$ cat config.mk
export PLATFORM = sky130hd
export DESIGN_NAME = usb_ether_rx_deframer
export DESIGN_NICKNAME = d
export VERILOG_FILES = /design/src/rtl/uerd_pkg.sv /design/src/rtl/usb_ether_rx_deframer.sv
export SDC_FILE = /design/constraint.sdc
export NUM_CORES = 1
export LEC_CHECK = 0
export BUFFER_PORTS_ARGS = -buffer_cell sky130_fd_sc_hd__clkbuf_2
export CAP_MARGIN = 20
export CORE_MARGIN = 2
export CORE_UTILIZATION = 50
export CTS_CLUSTER_SIZE = 8
export DETAILED_ROUTE_END_ITERATION = 16
export HOLD_SLACK_MARGIN = 0.1
export PLACE_DENSITY = 0.72
export SYNTH_ARGS = -nofsm -noshare
export SYNTH_HDL_FRONTEND = slang
export SYNTH_SLANG_ARGS = --single-unit
$ cat constraint.sdc
create_clock -name clock -period 4.8 [get_ports clock]
set_input_delay 0.24 -clock clock [delete_from_list [all_inputs] [get_ports clock]]
set_output_delay 0.24 -clock clock [all_outputs]
set_load 0.02 [all_outputs]
$ cat src/rtl/uerd_pkg.sv
// ----------------------------------------------------------------------------
// uerd_pkg
// status codes and constants of the usb ether rx deframer
// ----------------------------------------------------------------------------
package uerd_pkg;

   typedef logic [1:0] status_type;

   localparam status_type ST_BYTE   = 2'd0;
   localparam status_type ST_BADHDR = 2'd1;
   localparam status_type ST_CUT    = 2'd2;

   localparam logic [15:0] LEN_COMP     = 16'hFFFF;
   localparam logic [15:0] MIN_LEN      = 16'd6;
   localparam logic [15:0] MAX_PAY_INIT = 16'd1514;

endpackage

$ cat src/rtl/usb_ether_rx_deframer.sv
// ----------------------------------------------------------------------------
// usb_ether_rx_deframer
// splits a bulk byte stream into frames with a length/complement header
// ----------------------------------------------------------------------------
// an accepted request is held in the input reg, then its result in the result reg
// throughput: one request per cycle, limited only by rsp_stall
// requests that give no result leave the result stage empty
// reset: synchronous, active high; header phase, max_payload back to 1514
// ----------------------------------------------------------------------------
module usb_ether_rx_deframer
   import uerd_pkg::*;
(
   input  logic        clock,
   input  logic        reset,
   // request channel
   input  logic        req_valid,
   output logic        req_stall,
   input  logic [7:0]  req_data_byte,
   input  logic        req_transfer_end,
   // result channel
   output logic        rsp_valid,
   input  logic        rsp_stall,
   output logic [1:0]  rsp_status,
   output logic [7:0]  rsp_out_byte,
   output logic        rsp_last_byte,
   // register port
   input  logic        psel,
   input  logic        penable,
   input  logic        pwrite,
   input  logic [2:0]  paddr,
   input  logic [31:0] pwdata,
   output logic [31:0] prdata,
   output logic        pready
);

   localparam logic [1:0] PH_HEADER  = 2'd0;
   localparam logic [1:0] PH_PAYLOAD = 2'd1;
   localparam logic [1:0] PH_DROP    = 2'd2;

   logic [15:0] max_payload_ff;

   logic        s1_valid_ff, s1_valid_in;
   logic [7:0]  s1_data_ff;
   logic        s1_end_ff;

   logic [1:0]  phase_ff, phase_in;
   logic [23:0] hdr_ff, hdr_in;
   logic [1:0]  hcnt_ff, hcnt_in;
   logic [15:0] flen_ff, flen_in;
   logic [15:0] pidx_ff, pidx_in;

   logic        rsp_valid_ff, rsp_valid_in;
   status_type  rsp_status_ff, rsp_status_in;
   logic [7:0]  rsp_byte_ff, rsp_byte_in;
   logic        rsp_last_ff, rsp_last_in;

   logic        advance;
   logic        accept;
   logic        emit;
   logic [16:0] pnext;
   logic [31:0] hd;
   logic [15:0] hlen;
   logic [15:0] hchk;

   // register port
   assign pready = 1'b1;
   assign prdata = paddr[2] ? 32'd0 : {16'd0, max_payload_ff};

   always_ff @(posedge clock) begin
      if (reset) begin
         max_payload_ff <= MAX_PAY_INIT;
      end else if (psel && penable && pwrite && !paddr[2]) begin
         max_payload_ff <= pwdata[15:0];
      end
   end

   // handshake
   assign advance   = !rsp_valid_ff || !rsp_stall;
   assign req_stall = s1_valid_ff && !advance;
   assign accept    = req_valid && !req_stall;

   always_comb begin
      if (accept) begin
         s1_valid_in = 1'b1;
      end else if (advance) begin
         s1_valid_in = 1'b0;
      end else begin
         s1_valid_in = s1_valid_ff;
      end
   end

   // one deframing step on the registered request
   assign pnext = {1'b0, pidx_ff} + 17'd1;
   assign hd    = {s1_data_ff, hdr_ff};
   assign hlen  = hd[15:0];
   assign hchk  = hd[31:16] ^ LEN_COMP;

   always_comb begin
      phase_in      = phase_ff;
      hdr_in        = hdr_ff;
      hcnt_in       = hcnt_ff;
      flen_in       = flen_ff;
      pidx_in       = pidx_ff;
      emit          = 1'b0;
      rsp_status_in = ST_BYTE;
      rsp_byte_in   = 8'd0;
      rsp_last_in   = 1'b0;
      case (phase_ff)
         PH_PAYLOAD: begin
            pidx_in = pnext[15:0];
            if (pnext >= {1'b0, flen_ff}) begin
               phase_in = PH_HEADER;
               if (pidx_ff < max_payload_ff) begin
                  emit        = 1'b1;
                  rsp_byte_in = s1_data_ff;
                  rsp_last_in = 1'b1;
               end
            end else if (s1_end_ff) begin
               phase_in      = PH_HEADER;
               emit          = 1'b1;
               rsp_status_in = ST_CUT;
            end else if (pidx_ff < max_payload_ff) begin
               emit        = 1'b1;
               rsp_byte_in = s1_data_ff;
               rsp_last_in = (pnext == {1'b0, max_payload_ff});
            end
         end
         PH_DROP: begin
            if (s1_end_ff) begin
               phase_in = PH_HEADER;
            end
         end
         default: begin
            phase_in = PH_HEADER;
            if (hcnt_ff != 2'd3) begin
               case (hcnt_ff)
                  2'd0:    hdr_in = {hdr_ff[23:8], s1_data_ff};
                  2'd1:    hdr_in = {hdr_ff[23:16], s1_data_ff, hdr_ff[7:0]};
                  default: hdr_in = {s1_data_ff, hdr_ff[15:0]};
               endcase
               hcnt_in = hcnt_ff + 2'd1;
               if (s1_end_ff) begin
                  hdr_in  = 24'd0;
                  hcnt_in = 2'd0;
               end
            end else begin
               hdr_in  = 24'd0;
               hcnt_in = 2'd0;
               if (hlen != hchk || hlen < MIN_LEN) begin
                  phase_in      = s1_end_ff ? PH_HEADER : PH_DROP;
                  emit          = 1'b1;
                  rsp_status_in = ST_BADHDR;
               end else begin
                  flen_in = hlen;
                  pidx_in = 16'd0;
                  if (s1_end_ff) begin
                     emit          = 1'b1;
                     rsp_status_in = ST_CUT;
                  end else begin
                     phase_in = PH_PAYLOAD;
                  end
               end
            end
         end
      endcase
   end

   always_comb begin
      if (advance) begin
         rsp_valid_in = s1_valid_ff && emit;
      end else begin
         rsp_valid_in = rsp_valid_ff;
      end
   end

   always_ff @(posedge clock) begin
      if (reset) begin
         s1_valid_ff  <= 1'b0;
         rsp_valid_ff <= 1'b0;
         phase_ff     <= PH_HEADER;
         hdr_ff       <= 24'd0;
         hcnt_ff      <= 2'd0;
         flen_ff      <= 16'd0;
         pidx_ff      <= 16'd0;
      end else begin
         s1_valid_ff  <= s1_valid_in;
         rsp_valid_ff <= rsp_valid_in;
         if (s1_valid_ff && advance) begin
            phase_ff <= phase_in;
            hdr_ff   <= hdr_in;
            hcnt_ff  <= hcnt_in;
            flen_ff  <= flen_in;
            pidx_ff  <= pidx_in;
         end
      end
   end

   always_ff @(posedge clock) begin
      if (accept) begin
         s1_data_ff <= req_data_byte;
         s1_end_ff  <= req_transfer_end;
      end
      if (advance) begin
         rsp_status_ff <= rsp_status_in;
         rsp_byte_ff   <= rsp_byte_in;
         rsp_last_ff   <= rsp_last_in;
      end
   end

   assign rsp_valid     = rsp_valid_ff;
   assign rsp_status    = rsp_status_ff;
   assign rsp_out_byte  = rsp_byte_ff;
   assign rsp_last_byte = rsp_last_ff;

endmodule

==> key figures <==
Die
  – Top-Level Pins: 97
  – Die area: between 0.01 and 0.015 mm^2
  – Die X-Extent: about 110 um
  – Core area: about 0.011 mm^2
  – Die H: approximately 110 um
  – Starting Density: about half
  – Standard-cell rows: 39

GRT
  – Total GRT Usage: roughly a quarter
  – Grt total ovfl: 0
  – Initial antenna violation count: 0
  – Vias in the first global route: ~5000
  – Largest net degree at the start of global routing: between 70 and 80
  – First-pass GRT wire length: about 24000 um

Worst hold path
  – Hold endpoint: max_payload_ff[1]$_SDFFE_PP1P_
  – Hold_sp: pwdata[1]
  – Worst hold-check path type: in -> reg
  – Hold path cells: 2

Clocking
  – CTS Buffer Depth: 2
  – Root Buffer: clkbuf_16
  – TritonCTS clock tree: yes
  – Clk Latency, worst-skew pair: between 300 and 400 ps
  – CTS resizes: 0
  – H-tree lvl count: 3
  – Clock Sinks: between 90 and 100
  – Clk slew on worst S/H paths: ~70 ps
  – CTS Buf Count: 9

Timing
  – Crit path time final: ~4000 ps
  – Setup TNS: 0 ps
  – Endpoints failing setup: 0
  – Fin worst setup slack: 832 ps
  – Achievable frequency: roughly 250 MHz
  – Worst Tran Pin Value: ~990 ps
  – Rel. slew slack: roughly a third
  – Hold Fails Final Rpt: 0
  – Tcrit/Tclk final: slightly above 80%
  – WHS: about 110 ps
  – Final max-slew violation count: 0
  – RSZ-0062 raised after global routing: no
  – Clock skew: 11.1 ps

Setup path
  – Reg-to-Reg Start: pidx_ff[1]$_SDFFE_PP0P_
  – FF-to-FF End: rsp_out_byte[5]$_SDFFCE_PN0N_
  – Critical Path Source Type: flip-flop
  – Kind of critical path: reg -> reg
  – Reg2reg setup slack: about 830 ps
  – Crit. End Element: flip-flop
  – Critical Path Fanout Max: 11
  – Crit path launch: pidx_ff[1]$_SDFFE_PP0P_
  – Worst Reg-to-Reg Cells: 11
  – CP required: between 4000 and 5000 ps
  – Arr. time, crit path: 4150 ps

Route
  – DRC: 0
  – DRT iter0 DRCs: just over 300
  – Vias: ~5000
  – Vias per cell: ~5.6
  – Routed Wire Length: roughly 15000 um
  – Remaining antenna violation count: 0
  – Routed length per instance: between 15 and 20 um
  – Drt pass-1 iters: 5

Synth
  – Register area share after synthesis: a little under two fifths
  – Synthesized area per cell: about 8.4 um^2
  – Synth cell types: between 60 and 70
  – Synthesized cell area: 0.00579 mm^2
  – Yosys reg bits: between 90 and 100
  – Yosys warnings: 0
  – Synth async-reset ratio: 0%
  – Post-synthesis instance total: just under 700
  – Post-synth EDFFs: 20
  – Primary FF master, synth: dfxtp_1

Power and ir drop
  – Power Total: between 1500 and 2000 uW
  – Cell Pwr Density: roughly 260 mW/mm^2
  – Static Leak: roughly 0.0026 uW
  – Maximum VDD drop: 231 uV

Job
  – Max_cap viols: 0

Finish
  – FILL cells: roughly 1000
  – Area growth syn-to-layout: 14.2%
  – Ant diodes: 0
  – Storage cell area: about 0.0022 mm^2
  – Final nets: approximately 840
  – Proportion of layout cells with a drive suffix above 1: between 10% and 20%
  – Area of the multi-input gates: 0.00326 mm^2

Placed design
  – IO buf count: 61
  – Pre-CTS setup slack: around 950 ps
  – Post-DP HPWL: 10800 um
  – Routability cong.: 0.901

Run status
  – Status: finished, final reports clean
==> report_power, final <==
part	switching [uW]	leakage, uW	total [uW]	internal [uW]
Clock	340	0.000149	754	414
Sequential	17.0	0.000854	867	849
Combinational	75.6	0.00162	124	48.2
Total	433	0.00263	1740	1310
==> layout by cell type (no fill, tap or decap), types with 7 or more instances in the layout <==
master / instances
dfxtp_1: 78
mux2i_1: 18
o21a_1: 9
clkbuf_2: 61
nand3_1: 34
ha_1: 38
nor2b_1: 7
nor2_1: 70
dlygate4sd3_1: 22
a21oi_1: 60
inv_1: 43
o21ai_0: 13
xnor2_1: 28
nand4_1: 11
nor4_1: 11
nand2_1: 74
nor3_1: 11
a211o_1: 10
xor2_1: 11
edfxtp_1: 20
conb_1: 17
nor3b_1: 8
clkbuf_16: 9
nand2b_1: 7
a31oi_1: 10
==> flip-flops by register name, summed over array words and instances, names as in the netlist, 2 cells and up <==
signal,count
phase_ff,2
hdr_ff,24
rsp_out_byte,8
s1_data_ff,8
flen_ff,16
max_payload_ff,16
rsp_status,2
pidx_ff,16
hcnt_ff,2
==> through the flow <==
stage	cell area, um^2	util [%]	cells
after floorplan	5850	-	701
after global placement	6090	53.5	859
after detailed placement	6090	53.5	859
after CTS	6610	58.1	896
after global routing	6620	58.2	897
final	6620	58.2	897
==> timing repair <==
item / 4_1_cts / 5_1_grt
hold buffers: 21 / 1
setup buffers: 0 / 0
endpoints found under the hold margin: 21 / 1
==> critical path: stages, from the launching register on <==
cell and delay, ps:
dfxtp_1 430, ha_1 310, nand3_2 260, nor4_2 680
xor2_1 180, ha_1 370, nand4_1 130, nor4_1 430
o31a_1 270, o31ai_1 150, and3_1 310, nor3b_1 260
==> logic make-up (layout without fill, tap and decap cells) <==
group / after synthesis / count (layout) / synth area share (%)
buffers and inverters: 92 / 145 / 7.41
other: 2 / 17 / 0.130
and+or+nand+nor: 262 / 262 / 22.1
AOI/OAI and AO/OA: 135 / 135 / 15.0
adders and majority gates: 38 / 38 / 8.21
muxes: 18 / 18 / 3.11
DFF: 98 / 98 / 37.3
xor gates and xnor gates: 41 / 41 / 6.68
==> how the worst max path moves through the flow <==
| stage | to | slack (ps) | cells past startpoint |
|---|---|---|---|
| 3_3_place_gp | rsp_out_byte[0]$_SDFFCE_PN0N_ | 1030 | 11 |
| 2_1_floorplan | rsp_out_byte[0]$_SDFFCE_PN0N_ | 1550 | 13 |
| 6_report | rsp_out_byte[5]$_SDFFCE_PN0N_ | 830 | 11 |
| 5_1_grt | rsp_out_byte[0]$_SDFFCE_PN0N_ | 590 | 11 |
| 4_1_cts | rsp_out_byte[5]$_SDFFCE_PN0N_ | 890 | 11 |
| 3_5_place_dp | rsp_out_byte[0]$_SDFFCE_PN0N_ | 950 | 11 |
==> cells in the mapped netlist, types with 8 or more instances <==
library cell	instances	area [um^2]
nand3_1	34	170
nor3_1	11	55.1
a211o_1	10	87.6
a31oi_1	10	62.6
inv_1	43	161
ha_1	38	475
nor2_1	70	263
xnor2_1	28	245
clkbuf_1	21	78.8
dfxtp_1	78	1560
a21oi_1	60	300
nor4_1	11	68.8
edfxtp_1	20	601
nand4_1	11	68.8
o21ai_0	13	65.1
xor2_1	11	96.3
buf_4	18	135
nand2_1	74	278
nor3b_1	8	60.1
o21a_1	9	67.6
mux2i_1	18	180
==> metal layers <==
| layer | routed length (um) | track usage [%] | vias up |
|---|---|---|---|
| li1 | - | - | 2494 |
| met1 | 6000 | 28.7 | 2358 |
| met2 | 7580 | 43.6 | 133 |
| met3 | 593 | 4.68 | 34 |
| met4 | 439 | 10.2 | 0 |
| met5 | 0 | 0 | - |
==> area by class of cell <==
class / count / area share (%)
clock buffers: 9 / 3.40
clock inverters: 7 / 1.27
inverters: 43 / 2.44
multi-input cells: 511 / 49.2
flip-flops and latches: 98 / 32.7
well taps: 143 / 2.70
repair buffers: 86 / 8.28
Note: power is estimated with default switching activity, not from simulation.
